--- config.mk ---
export PLATFORM = sky130hd
export DESIGN_NAME = signed_decimal_digit_emitter_unit
export DESIGN_NICKNAME = d
export VERILOG_FILES = /design/src/rtl/core/sdde_pkg.sv /design/src/rtl/core/sdde_sign_stage.sv /design/src/rtl/core/sdde_digit_stage.sv /design/src/rtl/core/sdde_emitter.sv /design/src/rtl/core/signed_decimal_digit_emitter_unit.sv
export SDC_FILE = /design/constraint.sdc
export NUM_CORES = 1
export LEC_CHECK = 0
export BUFFER_PORTS_ARGS = -buffer_cell sky130_fd_sc_hd__buf_2
export CORE_MARGIN = 3
export CORE_UTILIZATION = 32
export DETAILED_ROUTE_END_ITERATION = 10
export SKIP_CTS_REPAIR_TIMING = 1
export SLEW_MARGIN = 20
export SYNTH_ARGS = -nofsm -noshare
export SYNTH_HDL_FRONTEND = slang
export SYNTH_SLANG_ARGS = --single-unit
--- constraint.sdc ---
create_clock -name clk -period 7.2 [get_ports clk]
set_clock_uncertainty 0.1 [all_clocks]
set_input_delay 1.44 -clock clk [delete_from_list [all_inputs] [get_ports clk]]
set_output_delay 1.44 -clock clk [all_outputs]
set_load 0.02 [all_outputs]
--- src/rtl/core/sdde_pkg.sv ---
// Shared types and constants for the signed decimal digit emitter.
`default_nettype none
package sdde_pkg;

	// Magnitude of a 16-bit two's complement value, -32768 included
	localparam int unsigned MAG_W = 17;
	// Decimal digits needed for the largest magnitude (32768)
	localparam int unsigned MAG_DIGITS = 5;
	// Width of the significant digit count (0..MAG_DIGITS)
	localparam int unsigned NDIG_W = 3;

	// Code-B minus sign
	localparam logic [3:0] MINUS_CODE = 4'hA;

	// Divide by ten as (m * DIV10_MUL) >> DIV10_SHIFT, exact for m below 81920
	localparam logic [15:0] DIV10_MUL = 16'd52429;
	localparam int unsigned DIV10_SHIFT = 19;

	// Word carried down the conversion pipeline
	typedef struct packed {
		logic neg;
		logic [MAG_W-1:0] mag;
		logic [MAG_DIGITS-1:0][3:0] digits;
		logic [NDIG_W-1:0] ndig;
	} conv_t;

endpackage
`default_nettype wire

--- src/rtl/core/sdde_sign_stage.sv ---
// First pipeline stage: split the input word into sign and magnitude.
`default_nettype none
module sdde_sign_stage (
	input  wire logic clk,
	input  wire logic arst_n,
	input  wire logic in_valid,
	output logic in_ready,
	input  wire logic signed [15:0] in_value,
	output logic out_valid,
	input  wire logic out_ready,
	output sdde_pkg::conv_t out_word
);

	logic valid_s1;
	sdde_pkg::conv_t word_s1;
	sdde_pkg::conv_t nxt;

	// Build magnitude, 0x10000 - raw for a negative word
	always_comb begin
		nxt = '0;
		nxt.neg = in_value[15];
		if (in_value[15]) begin
			nxt.mag = 17'h10000 - {1'b0, in_value};
		end else begin
			nxt.mag = {1'b0, in_value};
		end
	end

	// Advance when the stage is empty or downstream takes it
	assign in_ready = !valid_s1 || out_ready;

	always_ff @(posedge clk or negedge arst_n) begin
		if (!arst_n) begin
			valid_s1 <= 1'b0;
		end else if (in_ready) begin
			valid_s1 <= in_valid;
		end
	end

	always_ff @(posedge clk) begin
		if (in_ready && in_valid) begin
			word_s1 <= nxt;
		end
	end

	assign out_valid = valid_s1;
	assign out_word = word_s1;

endmodule
`default_nettype wire

--- src/rtl/core/sdde_digit_stage.sv ---
// One pipeline stage: peel the next decimal digit off the magnitude.
`default_nettype none
module sdde_digit_stage #(
	parameter int unsigned STAGE_INDEX = 0
) (
	input  wire logic clk,
	input  wire logic arst_n,
	input  wire logic in_valid,
	output logic in_ready,
	input  wire sdde_pkg::conv_t in_word,
	output logic out_valid,
	input  wire logic out_ready,
	output sdde_pkg::conv_t out_word
);

	logic valid_s;
	sdde_pkg::conv_t word_s;
	sdde_pkg::conv_t nxt;
	logic [32:0] prod;
	logic [sdde_pkg::MAG_W-1:0] quot;
	logic [sdde_pkg::MAG_W+2:0] quot_x10;
	logic [sdde_pkg::MAG_W-1:0] rem;

	// Divide by ten through the reciprocal, remainder is the digit
	always_comb begin
		prod = 33'(in_word.mag) * 33'(sdde_pkg::DIV10_MUL);
		quot = sdde_pkg::MAG_W'(prod >> sdde_pkg::DIV10_SHIFT);
		quot_x10 = {quot, 3'b000} + {2'b00, quot, 1'b0};
		rem = in_word.mag - sdde_pkg::MAG_W'(quot_x10);
		nxt = in_word;
		nxt.mag = quot;
		nxt.digits[STAGE_INDEX] = rem[3:0];
		// A digit is significant while the magnitude left is nonzero, or at stage 0
		if ((in_word.mag != '0) || (STAGE_INDEX == 0)) begin
			nxt.ndig = sdde_pkg::NDIG_W'(STAGE_INDEX + 1);
		end
	end

	assign in_ready = !valid_s || out_ready;

	always_ff @(posedge clk or negedge arst_n) begin
		if (!arst_n) begin
			valid_s <= 1'b0;
		end else if (in_ready) begin
			valid_s <= in_valid;
		end
	end

	always_ff @(posedge clk) begin
		if (in_ready && in_valid) begin
			word_s <= nxt;
		end
	end

	assign out_valid = valid_s;
	assign out_word = word_s;

	// A stored digit is always decimal
	a_digit_decimal: assert property (@(posedge clk) disable iff (!arst_n)
		valid_s |-> (word_s.digits[STAGE_INDEX] < 4'd10))
		else $error("digit stage produced a non-decimal digit");

endmodule
`default_nettype wire

--- src/rtl/core/sdde_emitter.sv ---
// Output sequencer: send the digit writes of one word, low digit first.
`default_nettype none
module sdde_emitter #(
	parameter int unsigned DIGIT_COUNT = 4
) (
	input  wire logic clk,
	input  wire logic arst_n,
	input  wire logic in_valid,
	output logic in_ready,
	input  wire sdde_pkg::conv_t in_word,
	output logic out_valid,
	input  wire logic out_ready,
	output logic [2:0] out_position,
	output logic [3:0] out_code,
	output logic out_last
);

	localparam int unsigned IDX_W = $clog2(DIGIT_COUNT + 1);
	localparam int unsigned CW = (IDX_W > 3) ? IDX_W : 3;
	localparam int unsigned PW = (IDX_W + 1 > 3) ? IDX_W + 1 : 3;

	logic valid_q;
	logic neg_q;
	logic [IDX_W-1:0] idx_q;
	logic [IDX_W-1:0] cnt_q;
	logic [IDX_W-1:0] total_q;
	logic [sdde_pkg::MAG_DIGITS-1:0][3:0] digits_q;

	logic [CW-1:0] limit_w;
	logic [CW-1:0] ndig_w;
	logic [IDX_W-1:0] cnt_nxt;
	logic [CW-1:0] idx_w;
	logic [PW-1:0] pos_w;
	logic fire;

	// Writes for a word: significant digits capped by the display, plus sign
	always_comb begin
		if (in_word.neg) begin
			limit_w = CW'(DIGIT_COUNT - 1);
		end else begin
			limit_w = CW'(DIGIT_COUNT);
		end
		ndig_w = CW'(in_word.ndig);
		if (ndig_w < limit_w) begin
			cnt_nxt = IDX_W'(ndig_w);
		end else begin
			cnt_nxt = IDX_W'(limit_w);
		end
	end

	assign fire = valid_q && out_ready;
	assign in_ready = !valid_q || (out_ready && out_last);

	always_ff @(posedge clk or negedge arst_n) begin
		if (!arst_n) begin
			valid_q <= 1'b0;
		end else if (in_ready) begin
			valid_q <= in_valid;
		end
	end

	// Load a new word, or step to the next write
	always_ff @(posedge clk) begin
		if (in_ready && in_valid) begin
			neg_q <= in_word.neg;
			digits_q <= in_word.digits;
			cnt_q <= cnt_nxt;
			total_q <= cnt_nxt + IDX_W'(in_word.neg);
			idx_q <= '0;
		end else if (fire) begin
			idx_q <= idx_q + 1'b1;
		end
	end

	// Select the code of the current write
	always_comb begin
		idx_w = CW'(idx_q);
		pos_w = PW'(idx_q) + PW'(1);
		out_code = '0;
		for (int k = 0; k < sdde_pkg::MAG_DIGITS; k++) begin
			if (idx_w == CW'(k)) begin
				out_code = digits_q[k];
			end
		end
		if (neg_q && (idx_q == cnt_q)) begin
			out_code = sdde_pkg::MINUS_CODE;
		end
	end

	assign out_valid = valid_q;
	assign out_position = pos_w[2:0];
	assign out_last = ((idx_q + 1'b1) == total_q);

	a_total_nonzero: assert property (@(posedge clk) disable iff (!arst_n)
		valid_q |-> (total_q != '0))
		else $error("word loaded with no writes");

	a_minus_last: assert property (@(posedge clk) disable iff (!arst_n)
		(valid_q && neg_q && (idx_q == cnt_q)) |-> out_last)
		else $error("minus sign is not the final write");

	a_word_continues: assert property (@(posedge clk) disable iff (!arst_n)
		(fire && !out_last) |=> (valid_q && (idx_q == $past(idx_q) + 1'b1)))
		else $error("word dropped before its final write");

	a_digit_before_sign: assert property (@(posedge clk) disable iff (!arst_n)
		(valid_q && (idx_q != cnt_q || !neg_q)) |-> (out_code < 4'd10))
		else $error("non-decimal code in a digit write");

endmodule
`default_nettype wire

--- src/rtl/core/signed_decimal_digit_emitter_unit.sv ---
// Top level: signed value in, seven-segment digit writes out.
//
//   channel  handshake                   payload
//   value    value_valid / value_ready   signed_value[15:0]
//   write    write_valid / write_ready   digit_position[2:0], digit_code[3:0], last_write
//
// A value passes a sign stage and five digit stages (one divide by ten each),
// then the emitter register, before its first write appears.
// The single write port then sends one write per cycle while write_ready is high;
// a value takes from 1 to DIGIT_COUNT writes, and that port sets the sustained rate.
// The stages take a new value every cycle; a stalled write holds the stages
// behind it without loss. Reset clears the valid bits only.
`default_nettype none
module signed_decimal_digit_emitter_unit #(
	parameter int unsigned DIGIT_COUNT = 4
) (
	input  wire logic clk,
	input  wire logic arst_n,
	input  wire logic value_valid,
	output logic value_ready,
	input  wire logic signed [15:0] signed_value,
	output logic write_valid,
	input  wire logic write_ready,
	output logic [2:0] digit_position,
	output logic [3:0] digit_code,
	output logic last_write
);

	localparam int unsigned NST = sdde_pkg::MAG_DIGITS;

	logic [NST:0] stg_valid;
	logic [NST:0] stg_ready;
	sdde_pkg::conv_t stg_word [NST+1];

	// Split sign and magnitude
	sdde_sign_stage u_sign (
		.clk(clk),
		.arst_n(arst_n),
		.in_valid(value_valid),
		.in_ready(value_ready),
		.in_value(signed_value),
		.out_valid(stg_valid[0]),
		.out_ready(stg_ready[0]),
		.out_word(stg_word[0])
	);

	// One decimal digit per stage
	for (genvar i = 0; i < NST; i++) begin : g_digit
		sdde_digit_stage #(
			.STAGE_INDEX(i)
		) u_digit (
			.clk(clk),
			.arst_n(arst_n),
			.in_valid(stg_valid[i]),
			.in_ready(stg_ready[i]),
			.in_word(stg_word[i]),
			.out_valid(stg_valid[i+1]),
			.out_ready(stg_ready[i+1]),
			.out_word(stg_word[i+1])
		);
	end

	// Sequence the writes of each word
	sdde_emitter #(
		.DIGIT_COUNT(DIGIT_COUNT)
	) u_emit (
		.clk(clk),
		.arst_n(arst_n),
		.in_valid(stg_valid[NST]),
		.in_ready(stg_ready[NST]),
		.in_word(stg_word[NST]),
		.out_valid(write_valid),
		.out_ready(write_ready),
		.out_position(digit_position),
		.out_code(digit_code),
		.out_last(last_write)
	);

endmodule
`default_nettype wire
After elaboration in Yosys (flattened, before gate mapping)
Cells that the tools add are included.

word-level totals
  output and inout bits = 10
  register bits after elaboration = 168
  input bits = 20

operators by class
  muxes and demuxes = 9
  order comparisons = 1
  equal/unequal tests = 6
  multiply operators = 5
  add/sub/neg operators = 14
  reductions and logical operators = 29

operators by type and width
  cell                                                  number
  nonzero test 17 bit                                   4
  multiplier 17 x 16 -> 33 bit (second input constant)  1
  multiplier 14 x 16 -> 30 bit (second input constant)  1
  multiplier 11 x 16 -> 27 bit (second input constant)  1
  multiplier 8 x 16 -> 24 bit (second input constant)   1
  2-to-1 mux 4 bit                                      6
  multiplier 5 x 16 -> 21 bit (second input constant)   1
  adder 4 bit                                           5
  subtractor 4 bit                                      5
  subtractor 17 x 16 -> 17 bit (first input constant)   1
  2-to-1 mux 15 bit                                     1
  logical AND 1 bit                                     10
  logical NOT 1 bit                                     7
  logical OR 1 bit                                      7
  adder 3 x 1 -> 3 bit (second input constant)          2
  == test 3 x 2 -> 1 bit (second input constant)        2
  == test 3 bit                                         2
  2-to-1 mux 3 bit                                      2
  adder 3 x 1 -> 3 bit                                  1
  == test 3 x 1 -> 1 bit (second input constant)        1
  == test 3 bit (second input constant)                 1
  logical NOT 3 bit                                     1
  < comparator 3 bit                                    1

Depth between registers and ports, before layout
Gate-level depths: netlist (run 1).

  depth after elaboration = 11
  mapped depth = 24

Hierarchy
A second synthesis (run 1) with hierarchy kept.

unflattened totals
  cells, all modules = 3177
  area, all modules = 34391.7 um2

modules (own cells, without submodules)
  module                                 area an instance (um2)  cells each  instances
  sdde_digit_stage (g_digit[1].u_digit)  6686.4                  653         1
  sdde_digit_stage (g_digit[3].u_digit)  6386.1                  587         1
  sdde_digit_stage (g_digit[2].u_digit)  6364.9                  595         1
  sdde_digit_stage (g_digit[4].u_digit)  6262.3                  574         1
  sdde_digit_stage (g_digit[0].u_digit)  6135.9                  570         1
  sdde_emitter                           1430.1                  108         1
  sdde_sign_stage                        1126.1                  90          1

Least setup slack after synthesis (run 1)
No wires, ideal clock.

  kind = flip-flop to flip-flop
  start point = reg u_sign.word_s1 (netlist bit u_sign.out_word[24])
  end point = reg g_digit[0].u_digit.word_s (netlist bit g_digit[0].u_digit.out_word[6]) (data pin)
  data arrival time = 5395 ps
  period minus slack after synthesis = 5757 ps
  data required time = 6838 ps
  slack = 1443 ps
  stages on the path, launching flop included = 22
  cell sequence = edfxtp_1 > ha_1 > inv_1 > fa_1 > inv_1 > fa_1 > fa_1 > fa_1 > inv_1 > fa_1 > inv_1 > ha_1 > nand4_1 > o21bai_1 > o32ai_1 > a21oi_1 > xor2_1 > ha_1 > nand2_1 > nand2_1 > xnor2_1 > xnor2_1

on the way
  longest elaborated chain between the ends = 3

ends and longest elaborated chain
  item                                 RTL line                text
  from (decl)                          sdde_sign_stage.sv:15   sdde_pkg::conv_t word_s1;
  from (signal assigned)               sdde_sign_stage.sv:42   word_s1 <= nxt;
  multiplier 17 x 16 -> 33 bit         sdde_digit_stage.sv:26  prod = 33'(in_word.mag) * 33'(sdde_pkg::DIV10_MUL);
  net g_digit[0].u_digit.prod[20]      sdde_digit_stage.sv:19  logic [32:0] prod;
  adder 4 bit                          sdde_digit_stage.sv:28  quot_x10 = {quot, 3'b000} + {2'b00, quot, 1'b0};
  subtractor 4 bit                     sdde_digit_stage.sv:29  rem = in_word.mag - sdde_pkg::MAG_W'(quot_x10);
  net g_digit[0].u_digit.rem, one bit  sdde_digit_stage.sv:22  logic [sdde_pkg::MAG_W-1:0] rem;
  to (signal assigned)                 sdde_digit_stage.sv:51  word_s <= nxt;
  to (decl)                            sdde_digit_stage.sv:17  sdde_pkg::conv_t word_s;

The timed path passes the listed nets, and every way through them passes these cells.
A chain may end at the register's enable or synchronous reset.

Worst setup path after layout (run 1)
  start point = reg u_sign.word_s1 (netlist bit u_sign.out_word[26])
  end point = reg g_digit[0].u_digit.word_s (netlist bit g_digit[0].u_digit.out_word[6]) (data pin)

The elaborated chain is that of the path after synthesis.

==> results of run 1 <==
[critical path: cells and delay by family, from the launching register on]
family                   cells  cell delay (ns)
flip-flops                   1             0.55
AO/OA/AOI/OAI                3             0.89
buffers and inverters        4             0.22
adder cells (fa/ha/maj)      8             3.62
XOR/XNOR                     3             0.54
AND/OR/NAND/NOR              3             0.29
[state kept, by name, indices dropped and copies added, names as in the netlist]
signal                     flops
g_digit.u_digit.out_word     113
u_emit.out_valid               1
u_emit.total_q                 3
u_emit.cnt_q                   3
g_digit.u_digit.out_valid      5
u_emit.idx_q                   3
u_emit.digits_q               20
u_emit.neg_q                   1
u_sign.out_word               18
u_sign.out_valid               1
[worst paths after layout]
check | cells after the start | start | slack (ns) | to
hold reg to reg | 0 | g_digit[3].u_digit.out_word[15]$_DFFE_PP_ | 0.31 | g_digit[4].u_digit.out_word[15]$_DFFE_PP_
hold / removal | 0 | g_digit[3].u_digit.out_word[15]$_DFFE_PP_ | 0.31 | g_digit[4].u_digit.out_word[15]$_DFFE_PP_
setup / recovery | 21 | u_sign.out_word[26]$_DFFE_PP_ | 0.75 | g_digit[0].u_digit.out_word[6]$_DFFE_PP_
setup reg to reg | 21 | u_sign.out_word[26]$_DFFE_PP_ | 0.75 | g_digit[0].u_digit.out_word[6]$_DFFE_PP_
max in group asynchronous | 1 | arst_n | 6.10 | g_digit[4].u_digit.out_valid$_DFFE_PN0P_
min in group asynchronous | 1 | arst_n | 0.73 | u_sign.out_valid$_DFFE_PN0N_
[cell usage after synthesis (2+ instances only)]
cell	count
sky130_fd_sc_hd__a2111oi_0	2
sky130_fd_sc_hd__a211oi_1	4
sky130_fd_sc_hd__a21boi_0	2
sky130_fd_sc_hd__a21o_1	23
sky130_fd_sc_hd__a21oi_1	53
sky130_fd_sc_hd__a22oi_1	5
sky130_fd_sc_hd__a31oi_1	2
sky130_fd_sc_hd__a41oi_1	3
sky130_fd_sc_hd__and2_1	12
sky130_fd_sc_hd__and3_1	4
sky130_fd_sc_hd__and4_1	2
sky130_fd_sc_hd__clkbuf_1	3
sky130_fd_sc_hd__dfrtp_1	7
sky130_fd_sc_hd__dfxtp_1	3
sky130_fd_sc_hd__edfxtp_1	158
sky130_fd_sc_hd__fa_1	198
sky130_fd_sc_hd__ha_1	423
sky130_fd_sc_hd__inv_1	428
sky130_fd_sc_hd__nand2_1	46
sky130_fd_sc_hd__nand2b_1	11
sky130_fd_sc_hd__nand3_1	26
sky130_fd_sc_hd__nand4_1	8
sky130_fd_sc_hd__nor2_1	35
sky130_fd_sc_hd__nor2b_1	10
sky130_fd_sc_hd__nor3_1	8
sky130_fd_sc_hd__nor3b_1	2
sky130_fd_sc_hd__nor4_1	4
sky130_fd_sc_hd__nor4b_1	3
sky130_fd_sc_hd__o211ai_1	3
sky130_fd_sc_hd__o21a_1	3
sky130_fd_sc_hd__o21ai_0	29
sky130_fd_sc_hd__o21ai_1	2
sky130_fd_sc_hd__o21bai_1	7
sky130_fd_sc_hd__o221ai_1	2
sky130_fd_sc_hd__o31ai_1	4
sky130_fd_sc_hd__o41ai_1	3
sky130_fd_sc_hd__or2_2	10
sky130_fd_sc_hd__or3_1	2
sky130_fd_sc_hd__xnor2_1	60
sky130_fd_sc_hd__xor2_1	27
[layout make-up]
class,instances,area [um2],area share
Clock buffer,17,425,0.0209
Inverter,428,1610,0.0788
Timing Repair Buffer,32,168,0.00823
Sequential cell,168,4980,0.244
Tap cell,756,946,0.0464
Clock inverter,15,203,0.00994
Multi-Input combinational cell,1059,12100,0.591
[per-layer routing]
| layer | vias to the layer above | wire length [um] |
|---|---|---|
| met4 | 0 | 338 |
| met3 | 19 | 902 |
| met5 | - | 0 |
| met2 | 96 | 17100 |
| met1 | 5419 | 16800 |
| li1 | 5550 | - |
[stage by stage]
stage	hold slack, ns	cell area [um2]	setup WS [ns]	std cells	util
after floorplan	0.300	18600	1.44	1659	-
after global placement	0.301	19800	0.936	2443	0.346
after detailed placement	0.305	19800	0.746	2443	0.346
after CTS	0.318	20400	0.731	2475	0.357
after global routing	0.325	20400	0.393	2475	0.357
final	0.314	20400	0.751	2475	0.357
[kinds of logic after synthesis]
family	count (synthesis)	synth area share
adders and majority gates	621	0.496
buffers and inverters	432	0.0870
and+or+nand+nor	186	0.0503
DFF	168	0.267
AOI/OAI and AO/OA	163	0.0572
xor gates and xnor gates	88	0.0417
other	1	0.000201
[cells in the final DEF, fill, tap and decap left out, types with 5 or more instances in the layout]
cell type / n
sky130_fd_sc_hd__o21ai_0: 29
sky130_fd_sc_hd__and2_1: 10
sky130_fd_sc_hd__a21o_1: 23
sky130_fd_sc_hd__nand4_1: 8
sky130_fd_sc_hd__ha_1: 423
sky130_fd_sc_hd__nor2b_1: 9
sky130_fd_sc_hd__a22oi_1: 5
sky130_fd_sc_hd__o21bai_1: 7
sky130_fd_sc_hd__or2_2: 10
sky130_fd_sc_hd__fa_1: 198
sky130_fd_sc_hd__nand2_1: 46
sky130_fd_sc_hd__nand3_1: 26
sky130_fd_sc_hd__nor2_1: 35
sky130_fd_sc_hd__nand2b_1: 11
sky130_fd_sc_hd__xnor2_1: 60
sky130_fd_sc_hd__clkbuf_16: 17
sky130_fd_sc_hd__inv_1: 428
sky130_fd_sc_hd__dfrtp_1: 7
sky130_fd_sc_hd__inv_8: 5
sky130_fd_sc_hd__xor2_1: 27
sky130_fd_sc_hd__a21oi_1: 53
sky130_fd_sc_hd__buf_2: 29
sky130_fd_sc_hd__edfxtp_1: 158
sky130_fd_sc_hd__nor3_1: 8
==> results.md, run 1 <==
Finish:
- The number of diodes added for antenna fixing is 0.
- The total of fill cells in the finished design is approximately 5,600.
- The final layout net count is between 2,000 and 2,500.
- The layout overhead on the synthesized area is 9.31%.
- The proportion of layout cells with a drive suffix above 1 is 0.0489.

Detailed routing:
- The first routing iteration left 360 violations.
- The via total after detailed routing is ~11,000.
- In the routed layout, each cell is associated on average with a via count of 4.48.
- Once detail routing completed, the nets flagged for antenna violations numbered 0.
- After detailed routing, the total wire length is 35.1 mm.
- The first TritonRoute pass finished after 5 iterations.
- The wire length per cell after detailed routing is 14.2 um.
- The DRC violation count after routing is 0.

Logic synthesis:
- The synthesized design contains between 150 and 200 register bits.
- The register area share after synthesis is 0.267.
- After synthesis, the mean cell area works out to around 11 um2.
- The synthesized area is around 19,000 um2.
- The count of cell types in the netlist is 62.
- The count of flip-flops with a built-in enable after synthesis is approximately 160.
- In the synthesized netlist the dominant register cell turns out to be sky130_fd_sc_hd__edfxtp_1.
- After synthesis, the cell types taking the most area are sky130_fd_sc_hd__ha_1 (28%), sky130_fd_sc_hd__edfxtp_1 (25%), sky130_fd_sc_hd__fa_1 (21%).
- The number of nets handed over by synthesis was 2,300.
- The biggest area contributor in the post-synthesis netlist is sky130_fd_sc_hd__ha_1.
- Synthesis handed over a netlist of about 1,700 instances.
- Of the post-synthesis cell area, the dominant cell type holds 0.284.
- The post-synthesis async set-or-reset flop share is 0.0417.
- Yosys printed 0 warnings.

Placed design:
- The global placement routability congestion is between 0.9 and 1.
- The wire-length estimate of the detail-placed layout is around 31 mm.
- The count of buffers added on input and output ports is 29.

Clock network:
- After clock tree synthesis, the clock-pin slew on the worst setup and hold paths is around 0.07 ns.
- The number of clock buffers inserted by TritonCTS is 17.
- The H-tree level count is 4.
- The largest buffer count on any clock path is 2.
- The tree is rooted in a sky130_fd_sc_hd__clkbuf_16.
- CTS saw roughly 170 sinks.
- At the later pin of the worst-skew pair, clock insertion delay measures approximately 0.44 ns.
- TritonCTS built the clock tree.

Critical path:
- The largest incremental delay on the critical path is 0.55 ns.
- The sort of element at the end of the critical path is a register.
- Data on the critical path is required at its endpoint by between 7 and 8 ns.
- The data arrival time of the critical path is 6.53 ns.
- The signal on the critical path passes through ha_1 > inv_1 > fa_1 > inv_1 > fa_1 > fa_1 > inv_1 > fa_1 > fa_1 > inv_1 > ha_1 > nand4_1 > o21bai_1 > o32ai_1 > a21oi_1 > xor2_1 > ha_1 > nand2_1 > nand2_1 > xnor2_1 > xnor2_1.
- In this run the worst path has a maximum fanout of 6.
- Among all stages on the critical path, the largest delay is contributed by sky130_fd_sc_hd__edfxtp_1.
- The critical path startpoint category is a register.
- The critical path class is register to register.
- The most frequent cell on the critical path is sky130_fd_sc_hd__fa_1.

Timing:
- The worst path in the final design needs a cycle of approximately 6.4 ns, including I/O delays and setup.
- Adding up every negative setup slack in the final design gives 0 ns.
- The actual slew at the worst max-slew pin is 0.986 ns.
- The count of final hold-check violations is 0.
- Of the available clock period, the critical path in the final layout requires 0.896.
- The final count of negative-setup-slack endpoints is 0.
- Setup repair after global routing left no endpoint under its margin.
- Based on the critical path, the design can be clocked at up to about 0.16 GHz.
- The count of pins over their slew limit came to 0.
- In this run the tightest slew margin relative to its limit is 0.342.

Flow run:
- The reported max-cap violation count is 0.

Outcome:
- The run finished with clean final reports.

GRT:
- In the global route stage, met3 resource usage came out at 0.0184.
- After global routing, the most crowded layer is met2.
- The global-route wire length before repair is slightly below 60 mm.
- The met2 track demand over resource is 0.206.
- Entering global routing, the biggest net connects 31 pins.
- The aggregate global routing overflow is 0.
- The all-layer global routing usage is 0.122.
- The initial antenna violation count was 0.
- The via count of the first global-routing pass is 12,000.
- The met1 demand-to-capacity share in global routing is 0.167.

Floorplanning:
- The initial utilization of the core area, before any placement, comes to 0.327.
- Row generation in the floorplan step produced 87 rows.
- The area of the die is between 60,000 and 70,000 um2.
- The floorplan die height is roughly 250 um.
- The die outline width is around 250 um.
- The number of I/O pins is 30.
- The floorplan core area is between 50,000 and 60,000 um2.

Min path:
- The path class of the tightest hold or removal check is register to register.
Power of run 1 is not shown: default switching activity piles up to over one toggle a cycle in this logic, so the estimate is an artifact.
==> inputs of run 2 (changes only) <==
Settings changed: SKIP_CTS_REPAIR_TIMING 1 to not set, SYNTH_HIERARCHICAL set to 1.
==> results.md, run 2 <==
GRT:
- The first global-routing pass estimated about 110 mm of wire.
- The all-layer global routing usage is 0.135.
- The via count of the first global-routing pass is ~21,000.
- Entering global routing, the biggest net connects 35 pins.
- The initial antenna violation count is 1.
- Global routing finished with a remaining overflow of 0.

Finish:
- The multi-input logic area is between 20,000 and 25,000 um2.
- The utilization after layout is 0.349.
- The library cell used most frequently in the layout, excluding fill and tap cells, is sky130_fd_sc_hd__inv_1.
- The register with the most flip-flops in the layout has between 100 and 150 of them.
- The total of fill cells in the finished design is 9,504.
- Summing all flip-flop and latch instances after layout gives ~5600 um2.
- Leaving out fill and tap cells, the most frequent cells in the layout are sky130_fd_sc_hd__inv_1 (861), sky130_fd_sc_hd__ha_1 (682), sky130_fd_sc_hd__fa_1 (418).
- The final layout net count is slightly above 4,000.
- In the final layout, the share of cells above drive strength 1 is 0.0421.
- 0 antenna diodes ended up in the layout.
- The area growth from synthesis to layout is 7.36%.

Flow run:
- The tool flagged a number of max-cap violations equal to 0.

Critical path:
- The startpoint of the worst register-to-register path is g_digit[0].u_digit/out_word[30]$_DFFE_PP_.
- Counting cells, the worst reg-to-reg path comes to 22.
- The largest single stage delay on the critical path is about 0.54 ns.
- The slowest stage of the critical path belongs to the cell sky130_fd_sc_hd__fa_1.
- In this run the number of cells on the critical path is 22.
- The critical path class is register to register.
- The internal reg-to-reg setup slack is ~0.33 ns.
- The capturing point of the worst reg2reg path is g_digit[1].u_digit/out_word[10]$_DFFE_PP_.
- Walking the worst path, the cells encountered are buf_4 > ha_1 > inv_1 > fa_1 > inv_1 > fa_1 > fa_1 > fa_1 > fa_1 > ha_1 > and3_1 > o211ai_1 > a21oi_2 > nor2_1 > xnor2_1 > ha_1 > nor3b_1 > or2_1 > a311o_1 > and3_1 > o211ai_1 > xor2_1.
- The most frequent cell on the critical path is sky130_fd_sc_hd__fa_1.
- The critical path startpoint category is a register.
- The kind of cell adding the most delay to the critical path is adder cells.
- The required time at the endpoint of the critical path is roughly 7.3 ns.
- The sort of element at the end of the critical path is a register.
- STA puts the critical path data arrival time at around 7.0 ns.
- Tracing the worst setup path back leads to its startpoint at g_digit[0].u_digit/out_word[30]$_DFFE_PP_.
- The most critical setup path has its endpoint at g_digit[1].u_digit/out_word[10]$_DFFE_PP_.
- The number of buffers and inverters on the critical path is 3.
- The largest driver fanout on the critical path is 5.

Clock network:
- The number of sinks driven by the clock tree is roughly 190.
- The number of clock buffers inserted by TritonCTS is 17.
- In this run the number of H-tree levels came out at 4.
- Clock-pin slew was measured on the worst setup and hold paths at ~0.090 ns.
- The largest buffer count on any clock path is 2.
- At the later pin of the worst-skew pair, clock insertion delay measures 0.48 ns.
- The tree is rooted in a sky130_fd_sc_hd__clkbuf_16.
- TritonCTS built the clock tree.

Floorplanning:
- For this design the top-level I/O count stands at 30.
- After floorplanning, the core was divided into between 100 and 150 placement rows.
- The initial cell density of the core is 0.325.
- The die outline width is roughly 320 um.
- The floorplan die height is between 300 and 400 um.
- The area of the die is 101,000 um2.
- The floorplan core area is between 90,000 and 100,000 um2.

Detailed routing:
- In the final routed layout, each cell accounts on average for ~15 um.
- In the routed design, unresolved DRC markers number 0.
- After the first detailed-routing iteration, the DRC count stood at between 800 and 900.
- After detailed routing, the number of vias per cell comes to between 4 and 5.
- Before antenna repair, the detailed router went through 5 iterations.
- The wire length reported by the detailed router is 66.0 mm.
- The number of nets with antenna violations after routing is 0.
- The via total after detailed routing is 19,500.

Min path:
- The worst min-delay path startpoint is g_digit[1].u_digit/out_word[5]$_DFFE_PP_.
- The worst hold path belongs to the class register to register.

Timing:
- For the pin with the worst max-slew slack, the measured transition is approximately 0.98 ns.
- The count of pins over their slew limit is 0.
- The final critical-path required period is roughly 6.9 ns.
- The count of final hold-check violations is 0.
- The final count of negative-setup-slack endpoints is 0.
- The final sum of negative setup slack is 0 ns.
- Setup repair after global routing left no endpoint under its margin.
- The worst pin sits at a relative slew slack of 0.347.
- Dividing the final minimum period by the clock period gives 0.954.
- For this run, the top clock speed supported by timing is between 0.1 and 0.15 GHz.

Placed design:
- The sum of net half-perimeters after detailed placement is roughly 58 mm.
- At the end of routability-driven placement, the weighted congestion stood at about 0.89.
- The count of input and output buffers is 29.

Logic synthesis:
- The number of warning messages in the yosys log is 6.
- The mapped netlist covers 31,100 um2.
- The mean area per synthesized cell is about 11 um2.
- The count of mapped cells out of synthesis is just under 3,000.

Outcome:
- The flow ran to the end, and the final reports show no timing, DRC or antenna violations.
==> run 2: routing by layer <==
layer	part of all wire	routed length [um]	vias up	global-route usage
li1	-	-	9566	-
met1	0.47	31100	9615	0.185
met2	0.47	31300	262	0.224
met3	0.039	2580	58	0.0224
met4	0.015	1020	2	0.0312
met5	0.00015	10	-	0
==> run 2: layout make-up <==
class,count,area share
clock buffer,17,0.0127
clock inverter,15,0.00558
sequential,188,0.167
timing repair buffer,42,0.00727
tap,1265,0.0474
inverter,861,0.0967
multi-input combinational,1873,0.663
==> run 2: timing repair <==
item,in CTS,in global routing
hold buffers,0,0
gates resized for setup,0,2
setup buffers,0,2
endpoints found under the hold margin,0,0
endpoints found under the setup margin,0,1
==> run 2: worst min-delay path by stage <==
stage	to	slack (ns)	cells after the start
5_1_grt	g_digit[2].u_digit/out_word[5]$_DFFE_PP_	0.32	0
3_3_place_gp	u_emit/digits_q[4]$_DFFE_PP_	0.30	0
3_5_place_dp	g_digit[2].u_digit/out_word[3]$_DFFE_PP_	0.30	0
2_1_floorplan	g_digit[0].u_digit/out_word[40]$_DFFE_PP_	0.30	0
4_1_cts	g_digit[2].u_digit/out_word[5]$_DFFE_PP_	0.32	0
6_report	g_digit[2].u_digit/out_word[5]$_DFFE_PP_	0.31	0
==> run 2: through the flow <==
| stage | worst slack (ns) | area [um2] | cells | hold WS [ns] |
|---|---|---|---|---|
| after floorplan | 0.801 | 31200 | 2952 | 0.300 |
| after global placement | 0.334 | 32800 | 4227 | 0.301 |
| after detailed placement | 0.250 | 32800 | 4227 | 0.305 |
| after CTS | 0.227 | 33400 | 4259 | 0.316 |
| after global routing | 0.0412 | 33400 | 4261 | 0.317 |
| final | 0.333 | 33400 | 4261 | 0.312 |
Power of run 2 is left out for the same reason.
==> inputs of run 3 (changes only) <==
Settings changed: CORE_MARGIN 3 to 5.
==> results.md, run 3 (synthesis gave the netlist of run 2 again) <==
Outcome:
- The flow ran to the end, and the final reports show no timing, DRC or antenna violations.

Critical path:
- Traced cell by cell, the critical path runs through ha_1 > xor2_1 > ha_1 > a21o_1 > fa_1 > fa_1 > fa_1 > inv_1 > fa_1 > inv_1 > ha_1 > and3_1 > o211ai_1 > a21oi_1 > nor2_1 > xnor2_1 > ha_1 > nor3b_2 > or2_1 > a311o_1 > and3_1 > o211ai_1 > xor2_1.
- STA classifies the critical path startpoint as a register.
- The largest driver fanout on the critical path is 8.
- Tracing the worst setup path back leads to its startpoint at g_digit[0].u_digit/out_word[24]$_DFFE_PP_.
- In this run the critical register-to-register path is launched from g_digit[0].u_digit/out_word[24]$_DFFE_PP_.
- The critical path class is register to register.
- For the worst setup path, the data required time is 7.32 ns.
- The worst-path cell with the longest stage delay is sky130_fd_sc_hd__edfxtp_1.
- STA puts the critical path data arrival time at ~7.0 ns.
- On the worst path, the slowest cell contributes a delay of ~0.54 ns.
- The critical path contains buffers and inverters numbering 2 combined.
- The kind of cell with the highest combined delay along the critical path is adder cells.
- The sort of element at the end of the critical path is a register.

Floorplanning:
- The floorplan core area is 96,600 um2.
- The initial cell density of the core is 0.322.
- Measured along the x axis, the die boundary spans 322 um.
- The area of the die is about 100,000 um2.
- During I/O placement, the number of pins put on the boundary was 30.
- The floorplan die height is 322 um.
- The floorplan has around 110 rows.

Timing:
- The share of the clock period used by the worst path after layout is 0.948.
- Setup violations remaining at the end of the flow were counted as 0.
- The actual slew at the worst max-slew pin is around 1.0 ns.
- After routing, the total negative slack on setup checks comes to 0 ns.
- The routed design could run at a clock period as short as slightly below 7 ns.
- The count of final hold-check violations came to 0.
- Setup repair after global routing left no endpoint under its margin.
- The count of pins over their slew limit came to 0.
- Measured against its own limit, the worst slew margin works out to 0.301.
- The maximum frequency from static timing analysis is ~0.15 GHz.

Placed design:
- Summed over all nets, the half-perimeter wirelength after detailed placement is 59.0 mm.
- Routability-driven placement finished with a final weighted congestion of approximately 0.90.
- The number of instances in the placed design is around 4,200.
- Input and output buffers added on the ports amount to 29.

Clock network:
- The root cell of the clock tree is sky130_fd_sc_hd__clkbuf_16.
- The clock reaches the later pin of the worst-skew pair after between 0.4 and 0.5 ns.
- For this design, the sink count on the clock tree is 188.
- Post-CTS repair changed the size of 0 cells.
- The largest buffer count on any clock path is 2.
- The number of buffers inserted by post-CTS setup repair is 0.
- The clock transition at the register clock pins on the worst setup and hold paths after CTS is ~0.08 ns.
- The CTS tree is yes.
- In this run the number of H-tree levels came out at 4.
- The number of hold buffers added after cts is 0.
- The number of clock buffers inserted by TritonCTS is 17.

GRT:
- The all-layer global routing usage is 0.134.
- The met1 demand-to-capacity share in global routing is 0.185.
- met2 is the most crowded layer.
- For this run, global-route usage on met3 was measured as 0.0217.
- In the global route stage, met2 resource usage came out at 0.222.
- The total overflow left after global routing is 0.
- Entering global routing, the biggest net connects 35 pins.
- The initial antenna violation count came to 4.
- The global-route wire length before repair is ~110 mm.
- The via count of the first global-routing pass came to 20,800.

Finish:
- After the last flow step, the layout net total stands at between 4,000 and 5,000.
- The top cell types in the final layout, fill and taps aside, are sky130_fd_sc_hd__inv_1 (861), sky130_fd_sc_hd__ha_1 (682), sky130_fd_sc_hd__fa_1 (418).
- The total of fill cells in the finished design is between 9,000 and 10,000.
- The most frequent standard cell in the layout excluding fill and tap cells is sky130_fd_sc_hd__inv_1.
- In the final layout, flip-flops and latches occupy between 5000 and 6000 um2.
- The final standard cell count with taps included and fillers excluded is around 4,300.
- The flip-flop count of the largest register, all copies and words added is roughly 130.
- Relative to the synthesized area, the layout overhead comes to 7.17%.
- The number of diodes added for antenna fixing is 0.
- The multi-input combinational cells in the finished layout cover a total of between 20,000 and 25,000 um2.
- In the final layout, the share of cells above drive strength 1 is 0.0408.

Detailed routing:
- For this run, the detailed router's first-pass iteration total came to 5.
- The number of nets with antenna violations after routing is 0.
- The DRC violation count after routing is 0.
- Dividing the detail-routed wire length by the instance count gives 15.6 um.
- The routed layout has about 20,000 vias.
- The wire length reported by the detailed router is around 66 mm.
- Using the TritonRoute via totals, the vias-per-cell ratio works out to approximately 4.6.
- In this run, the number of DRC markers left after iteration 0 of detailed routing was between 1,000 and 1,500.

Min path:
- The worst hold path belongs to the class register to register.
- The startpoint identified for the worst hold timing path is g_digit[4].u_digit/out_word[4]$_DFFE_PP_.

Flow run:
- The reported max-cap violation count is 0.
==> run 3: final cells by class <==
class	count	area share
clock inverter	14	0.00386
clock buffer	17	0.0128
multi-input combinational	1873	0.664
timing repair buffer	40	0.00683
inverter	861	0.0969
tap	1276	0.0479
sequential	188	0.167
==> run 3: worst reg2reg max path: cells and delay by family, from the launching register on <==
kind                     cells  cell delay, ns
flip-flops                   1            0.54
buffers and inverters        2            0.09
AND/OR/NAND/NOR              5            0.94
adder cells (fa/ha/maj)      8            3.30
AO/OA/AOI/OAI                5            1.09
XOR/XNOR                     3            0.49
==> run 3: through the flow <==
stage | hold WS [ns] | cell area, um2 | worst slack (ns) | util
global placement | 0.300 | 32800 | 0.454 | 0.340
global route | 0.324 | 33400 | 0.0402 | 0.345
floorplan | 0.300 | 31200 | 0.801 | -
CTS | 0.319 | 33300 | 0.344 | 0.345
detailed placement | 0.305 | 32800 | 0.379 | 0.340
finish | 0.317 | 33400 | 0.375 | 0.345
==> run 3: worst paths after layout <==
| check | endpoint | slack [ns] | cells past startpoint |
|---|---|---|---|
| min in group asynchronous | u_sign/out_valid$_DFFE_PN0N_ | 0.73 | 1 |
| worst min-delay path | u_emit/digits_q[1]$_DFFE_PP_ | 0.32 | 0 |
| worst min register to register | u_emit/digits_q[1]$_DFFE_PP_ | 0.32 | 0 |
| worst max-delay path | g_digit[1].u_digit/out_word[10]$_DFFE_PP_ | 0.38 | 23 |
| worst max register to register | g_digit[1].u_digit/out_word[10]$_DFFE_PP_ | 0.38 | 23 |
| max in group asynchronous | g_digit[3].u_digit/out_valid$_DFFE_PN0N_ | 6.03 | 1 |
==> run 3: routing by layer <==
metal	wire, um	vias up	share of wire
li1	-	9574	-
met1	31200	9519	0.47
met2	31400	283	0.47
met3	2590	67	0.039
met4	1270	2	0.019
met5	7	-	0.00011
Power of run 3 is left out for the same reason.
